<file path="config.mk">
export PLATFORM = sky130hd
export DESIGN_NAME = bba_ctrl
export DESIGN_NICKNAME = d
export VERILOG_FILES = /design/src/rtl/bba_pkg.sv /design/src/rtl/bba_ctrl.sv
export SDC_FILE = /design/constraint.sdc
export NUM_CORES = 1
export LEC_CHECK = 0
export BUFFER_PORTS_ARGS = -buffer_cell sky130_fd_sc_hd__buf_2
export CORE_UTILIZATION = 52
export DETAILED_ROUTE_END_ITERATION = 10
export GPL_ROUTABILITY_DRIVEN = 0
export GPL_TIMING_DRIVEN = 0
export PLACE_DENSITY = 0.85
export SETUP_SLACK_MARGIN = 0.4
export SLEW_MARGIN = 20
export SYNTH_ARGS = -nofsm -noshare
export SYNTH_HDL_FRONTEND = slang
export SYNTH_SLANG_ARGS = --single-unit
</file>
<file path="constraint.sdc">
create_clock -name clk -period 2.4 [get_ports clk]
set_input_delay 0.36 -clock clk [delete_from_list [all_inputs] [get_ports clk]]
set_output_delay 0.36 -clock clk [all_outputs]
set_load 0.02 [all_outputs]
</file>
<file path="src/rtl/bba_pkg.sv">
//------------------------------------------------------------------------------
// bba_pkg
// Shared types and codes of the buddy block allocator: controller states,
// command and status bundles between controller and datapath, item codes.
//------------------------------------------------------------------------------
`default_nettype none

package bba_pkg;

    // Item function codes
    localparam logic [1:0] FUNC_ALLOC = 2'd0;
    localparam logic [1:0] FUNC_FREE  = 2'd1;
    localparam logic [1:0] FUNC_COAL  = 2'd2;

    // Result status codes
    localparam logic [1:0] STAT_OK       = 2'd0;
    localparam logic [1:0] STAT_NO_SPACE = 2'd1;
    localparam logic [1:0] STAT_NO_OWNER = 2'd2;
    localparam logic [1:0] STAT_NO_MERGE = 2'd3;

    // Register indexes
    localparam logic REG_TOTAL_ORDER = 1'b0;
    localparam logic REG_LAZY_MODE   = 1'b1;

    typedef enum logic [3:0] {
        ST_CLEAR,
        ST_IDLE,
        ST_A_RD,
        ST_A_EV,
        ST_A_SPLIT,
        ST_F_RD,
        ST_F_EV,
        ST_P_INIT,
        ST_P_RD,
        ST_P_EV,
        ST_P_BEV,
        ST_M_B,
        ST_M_P,
        ST_DONE
    } bba_state_t;

    typedef enum logic {
        RD_G,
        RD_B
    } rd_sel_t;

    typedef enum logic [1:0] {
        G_HOLD,
        G_ZERO,
        G_ADV_RD,
        G_ADV_CUR
    } g_op_t;

    typedef enum logic [2:0] {
        WR_NONE,
        WR_SPLIT,
        WR_ALLOC,
        WR_FREE,
        WR_MRG_B,
        WR_MRG_P,
        WR_CLR
    } wr_op_t;

    typedef enum logic [2:0] {
        RES_NONE,
        RES_ALLOC,
        RES_FREE,
        RES_MERGE,
        RES_FAIL
    } res_op_t;

    typedef struct packed {
        rd_sel_t    rd_sel;
        g_op_t      g_op;
        wr_op_t     wr_op;
        res_op_t    res_op;
        logic [1:0] fail_status;
        logic       in_ready;
        logic       k_load;
        logic       k_dec;
        logic       cur_load;
        logic       best_clr;
        logic       best_upd;
        logic       clr_start;
        logic       out_load;
    } bba_cmd_t;

    typedef struct packed {
        logic       in_valid;
        logic [1:0] in_func;
        logic       span_end;
        logic       fits_rd;
        logic       split_ok;
        logic       own_hit;
        logic       cand;
        logic       bud_ok;
        logic       best_valid;
        logic       clr_last;
        logic       out_free;
    } bba_stat_t;

endpackage

`default_nettype wire

</file>
<file path="src/rtl/bba_ctrl.sv">
//------------------------------------------------------------------------------
// bba_ctrl
// Controller of the allocator: sequences granule scans, splits, frees,
// buddy searches and merges, and the pool clearing sweep.
//------------------------------------------------------------------------------
`default_nettype none

module bba_ctrl
    import bba_pkg::*;
(
    input  wire logic      clk,
    input  wire logic      rst_n,
    input  wire logic      lazy,
    input  wire logic      clear_req,
    input  wire bba_stat_t stat,
    output bba_cmd_t       cmd
);

    bba_state_t state_reg, state_next;
    logic       coal_reg, coal_next;

    // State register
    always_ff @(posedge clk or negedge rst_n)
    begin
        if (!rst_n)
        begin
            state_reg <= ST_CLEAR;
            coal_reg  <= 1'b0;
        end
        else
        begin
            state_reg <= state_next;
            coal_reg  <= coal_next;
        end
    end

    // Next state and commands
    always_comb
    begin
        state_next = state_reg;
        coal_next  = coal_reg;
        cmd        = '0;
        cmd.rd_sel = RD_G;
        cmd.g_op   = G_HOLD;
        cmd.wr_op  = WR_NONE;
        cmd.res_op = RES_NONE;
        case (state_reg)
            ST_CLEAR:
            begin
                cmd.wr_op = WR_CLR;
                // a new pool order restarts the sweep
                if (clear_req)
                    cmd.clr_start = 1'b1;
                else if (stat.clr_last)
                    state_next = ST_IDLE;
            end
            ST_IDLE:
            begin
                if (clear_req)
                begin
                    cmd.clr_start = 1'b1;
                    state_next    = ST_CLEAR;
                end
                else
                begin
                    cmd.in_ready = 1'b1;
                    if (stat.in_valid)
                    begin
                        cmd.g_op  = G_ZERO;
                        coal_next = (stat.in_func == FUNC_COAL);
                        case (stat.in_func)
                            FUNC_ALLOC: state_next = ST_A_RD;
                            FUNC_FREE:  state_next = ST_F_RD;
                            FUNC_COAL:  state_next = ST_P_INIT;
                            default:
                            begin
                                cmd.res_op      = RES_FAIL;
                                cmd.fail_status = STAT_NO_MERGE;
                                state_next      = ST_DONE;
                            end
                        endcase
                    end
                end
            end
            // allocate: first fitting free block
            ST_A_RD:
            begin
                if (stat.span_end)
                begin
                    cmd.res_op      = RES_FAIL;
                    cmd.fail_status = STAT_NO_SPACE;
                    state_next      = ST_DONE;
                end
                else
                    state_next = ST_A_EV;
            end
            ST_A_EV:
            begin
                if (stat.fits_rd)
                begin
                    cmd.k_load = 1'b1;
                    state_next = ST_A_SPLIT;
                end
                else
                begin
                    cmd.g_op   = G_ADV_RD;
                    state_next = ST_A_RD;
                end
            end
            ST_A_SPLIT:
            begin
                if (stat.split_ok)
                begin
                    cmd.k_dec = 1'b1;
                    cmd.wr_op = WR_SPLIT;
                end
                else
                begin
                    cmd.wr_op  = WR_ALLOC;
                    cmd.res_op = RES_ALLOC;
                    state_next = ST_DONE;
                end
            end
            // free: first block held by the owner
            ST_F_RD:
            begin
                if (stat.span_end)
                begin
                    cmd.res_op      = RES_FAIL;
                    cmd.fail_status = STAT_NO_OWNER;
                    state_next      = ST_DONE;
                end
                else
                    state_next = ST_F_EV;
            end
            ST_F_EV:
            begin
                if (stat.own_hit)
                begin
                    cmd.wr_op  = WR_FREE;
                    cmd.res_op = RES_FREE;
                    state_next = lazy ? ST_DONE : ST_P_INIT;
                end
                else
                begin
                    cmd.g_op   = G_ADV_RD;
                    state_next = ST_F_RD;
                end
            end
            // buddy pair search
            ST_P_INIT:
            begin
                cmd.g_op     = G_ZERO;
                cmd.best_clr = 1'b1;
                state_next   = ST_P_RD;
            end
            ST_P_RD:
            begin
                if (stat.span_end)
                begin
                    if (stat.best_valid)
                        state_next = ST_M_B;
                    else
                    begin
                        if (coal_reg)
                        begin
                            cmd.res_op      = RES_FAIL;
                            cmd.fail_status = STAT_NO_MERGE;
                        end
                        state_next = ST_DONE;
                    end
                end
                else
                    state_next = ST_P_EV;
            end
            ST_P_EV:
            begin
                if (stat.cand)
                begin
                    cmd.cur_load = 1'b1;
                    cmd.rd_sel   = RD_B;
                    state_next   = ST_P_BEV;
                end
                else
                begin
                    cmd.g_op   = G_ADV_RD;
                    state_next = ST_P_RD;
                end
            end
            ST_P_BEV:
            begin
                cmd.best_upd = stat.bud_ok;
                cmd.g_op     = G_ADV_CUR;
                state_next   = ST_P_RD;
            end
            // merge the chosen pair
            ST_M_B:
            begin
                cmd.wr_op  = WR_MRG_B;
                state_next = ST_M_P;
            end
            ST_M_P:
            begin
                cmd.wr_op = WR_MRG_P;
                if (coal_reg)
                begin
                    cmd.res_op = RES_MERGE;
                    state_next = ST_DONE;
                end
                else
                    state_next = ST_P_INIT;
            end
            ST_DONE:
            begin
                if (stat.out_free)
                begin
                    cmd.out_load = 1'b1;
                    state_next   = ST_IDLE;
                end
            end
            default:
                state_next = ST_IDLE;
        endcase
    end

endmodule

`default_nettype wire

</file>
======== Yosys cells after proc, flatten, opt, wreduce, memory -nomap -nowiden ========
Index checks and enable logic that the tools add are counted.
storage, ports and cells
  output and inout bits ................... 19
  register bits after elaboration ......... 5
  bits in latches ......................... 0
  word-level logic and storage cells ...... 81
  memory bits (writable) .................. 0
  ROM bits ................................ 0
  bits of input ports ..................... 16
  memories ................................ 0
operators by class
  magnitude comparators ................... 0
  bitwise logic cells ..................... 1
  add/subtract/negate cells ............... 0
  shift operators ......................... 0
  muxes and demuxes ....................... 51
  reduce and logical (&&, ||, !) cells .... 7
  div/mod/pow operators ................... 0
  eq/ne operators ......................... 20
  multiply operators ...................... 0
operators by type and width
  cell                                                                   number
  4-bit case mux with 13 select lines                                    1
  4-bit two-way mux                                                      11
  5-bit two-way mux                                                      8
  4-bit equality test, second input constant                             6
  3-bit case mux with 7 select lines                                     1
  4-bit by 3-bit equality test with 1-bit output, second input constant  4
  1-bit two-way mux                                                      16
  3-bit case mux with 5 select lines                                     1
  2-bit two-way mux                                                      6
  2-bit case mux with 6 select lines                                     1
  4-bit case mux with 3 select lines                                     1
  3-bit two-way mux                                                      3
  4-bit by 2-bit equality test with 1-bit output, second input constant  2
  2-bit != test, second input constant                                   4
  2-bit case mux with 4 select lines                                     1
  6-bit two-way mux                                                      1
  5-bit AND reduction                                                    1
  4-bit by 1-bit equality test with 1-bit output, second input constant  1
  4-bit zero test                                                        1
  2-bit OR reduction                                                     2
  3-bit != test, second input constant                                   1
  3-bit AND reduction                                                    1
  3-bit OR reduction                                                     1
  2-bit by 1-bit equality test with 1-bit output, second input constant  1
  3 further kinds                                                        3

======== Logic depth before layout (Yosys ltp) ========
  depth in word-level cells ............... 6
  depth in mapped cells ................... 6
  depth with buffers taken out ............ 4

======== Least setup slack after synthesis ========
No wires, ideal clock.
  path type ............................... reg2out
  start ................................... register state_reg[2]
  end ..................................... output port cmd[18] (netlist bit)
  cell stages (with the launch flop) ...... 5
  data arrival time ....................... 1.550 ns
  required time ........................... 2.040 ns
  setup slack ............................. 0.490 ns
  path through ............................ dfrtp_1 buf_6 nand2b_2 nor3_1 buf_4
RTL lines
  what                      line            text
  start: declaration        bba_ctrl.sv:19  bba_state_t state_reg, state_next;
  start signal: assignment  bba_ctrl.sv:32  state_reg <= state_next;
  end: declaration          bba_ctrl.sv:16  output bba_cmd_t cmd

==> out/metrics.csv <==
metric,value,unit
Cells after Synth,118,
power per cell area,1130,nW/um^2
DR pass1 iterations,4,
Max Fclk,478,MHz
worst path cell trace,buf_6 > or2_4 > nor4b_4 > a32o_2 > a31o_2 > buf_6,
Worst Clk Skew,0.00130,ns
placed cell count,167,
Initial Utilization,56.9,%
synth warn,0,
DRC violation total after the first TritonRoute iteration,61,
total of max-cap violations,0,
#FFs+latches synth,5,
Avg WL per Cell,16.7,um
Mapped Area,877,um^2
worst hold path type,in -> async,
Overall Global Routing Usage,31.4,%
Sink Count,5,
Pwr Total,0.00146,W
Worst EP arrival,1.73,ns
core area,1540,um^2
first-pass GRT wire length,4410,um
TritonCTS clock tree,done,
CTS Root Cell,clkbuf_4,
Yosys top cell area share,14.3,%
P&R area growth vs syn,47.8,%
ANT cells,0,
post-place setup slack,0.459,ns
Setup WS post-layout,0.308,ns
status,finished clean,
RSZ-0062 raised after global routing,true,
clk_lat worst skew,0.24,ns
sequential-to-total area share from yosys stat,14.3,%
FF/Latch Area,125,um^2
DP Area,1060,um^2
vias,1182,
Filler Cells Inserted,94,
Via-to-Cell Ratio,6.39,
Setup TNS,0,ns
I/O pin count,35,
startpoint types,register,
GRT overflow,0,
Chip Width,43.1,um
"EDFF count, synth",0,
Mean Syn Cell Area,7.43,um^2
CP peak stage delay,0.36,ns
Least-Margin Pin Slew,0.503,ns
async set or reset register ratio after synthesis,100,%
"most used cell, CP",buf_6,
"most common cell after layout, fill and taps aside",buf_2,
Post-Synthesis Net Count,134,
Top delay family on crit path,simple AND/OR/NAND/NOR gates,
Final Cycle Share,87.2,%
share of cells above drive strength 1,45.6,%
"commonest cells after routing, fill and taps aside","buf_2 (28), buf_4 (17), buf_6 (10), nand2_1 (9), a21oi_1 (9)",
cell taking the most area after synthesis,dfrtp_1,
max FFs per register,4,
DIE HEIGHT,43.1,um
largest net degree at the start of global routing,11,
Post-Route WL,3090,um
Peak VDD IR,876,uV
area of the die,1860,um^2
max-slew violation total from the final report,0,
ys flop type,dfrtp_1,
minimum clock period,2.09,ns
I/O Buffers,33,
Layout Nets,186,
clk slew on worst S/H paths,0.04,ns
multi-input logic area,699,um^2
CTS buffer count,3,
Worst Path Buf+Inv,2,
Area contributors post-synth,"dfrtp_1 (14%), o21ai_0 (5.7%), a21oi_1 (5.1%)",
Hold Fails Final Rpt,0,
Rows,14,
Final Non-Filler Cells,185,
Worst Setup End Kind,primary output,
deepest clock path buffer count,2,
Leak,0.630,nW
CP Data Required Time,2.04,ns
Final setup viols,0,
Slew HR,66.4,%
H-tree depth,1,
antenna violations before repair,0,
Antenna Violating Nets Remaining,0,
Synth cell types,42,
WS Path Type,reg -> out,
Finished Cell Area,1300,um^2
CP max-delay cell,dfrtp_1,
critical path peak fanout,3,
HPWL after detailed placement,1920,um
drc violations,0,
vias in the first global route,988,
[per-stage QoR]
step	util, %	hold slack [ns]
floorplan	-	0.0644
global placement	68.9	0.172
detailed placement	68.9	0.173
CTS	78.7	0.463
global route	84.1	0.459
finish	84.1	0.462
[cell type report]
class | instances | share of cell area (%)
multi-input combinational | 95 | 54.0
timing repair buffer | 47 | 22.9
sequential | 5 | 9.65
buffer | 11 | 7.92
clock buffer | 4 | 2.03
inverter | 7 | 2.03
tap | 16 | 1.54
[layer usage]
metal | wire length [um] | GRT usage [%]
met1 | 1210 | 39.3
met2 | 1480 | 53.6
met5 | 0 | 0
met4 | 55 | 14.5
met3 | 335 | 3.40
[cell usage after synthesis, types with 2 or more instances]
cell type  instances
a21oi_1            9
a31o_2             3
a32o_1             2
and2_1             2
buf_2              4
buf_4              3
buf_6              2
clkbuf_1           2
dfrtp_1            5
inv_1              7
nand2_1            9
nand2b_1           4
nand3_1            3
nor2_1            10
nor2b_1            5
nor3_1             7
nor3b_1            3
nor4b_1            2
o21ai_0           10
o2bb2ai_1          4
[report_power, final]
part,switching (W),total [W],internal [W]
Clock,0.0000322,0.0000949,0.0000627
Combinational,0.000668,0.00122,0.000548
Sequential,0.0000340,0.000152,0.000118
[cell families (layout without fill, tap and decap cells)]
| logic type | count (synthesis) | count (layout) | share of synthesized area, % |
|---|---|---|---|
| simple gates | 51 | 51 | 35.2 |
| compound gates | 42 | 42 | 36.8 |
| mux | 2 | 2 | 2.43 |
| buf+inv | 18 | 69 | 11.3 |
| flops | 5 | 5 | 14.3 |
[path summary, 6_finish.rpt]
kind                         startpoint           end  slack, ns  cells after the start
setup / recovery           state_reg[0]        cmd[8]       0.31                      6
hold / removal                    rst_n  state_reg[3]       0.46                      2
hold reg to reg                coal_reg      coal_reg       0.66                      1
setup reg to reg           state_reg[2]  state_reg[3]       0.51                      7
min in group clk                stat[0]  state_reg[3]       0.47                      3
max in group asynchronous         rst_n  state_reg[2]       1.81                      2
[timing repair]
action                                 in CTS  in global routing
hold buffers                                1                  0
endpoints found under the hold margin       5                  0
setup endpoints to repair                   6                 15
gates resized for setup                    17                 16
setup buffers                               8                  5
pin swaps                                   5                  2
[worst register-to-register path, cell delays in order, from the launching register on]
cell,delay [ns]
dfrtp_1,0.40
buf_6,0.14
buf_4,0.13
buf_4,0.17
nor2b_1,0.18
a22o_1,0.24
a32o_1,0.20
o32a_1,0.32
Power figures use the tool's default switching activity.
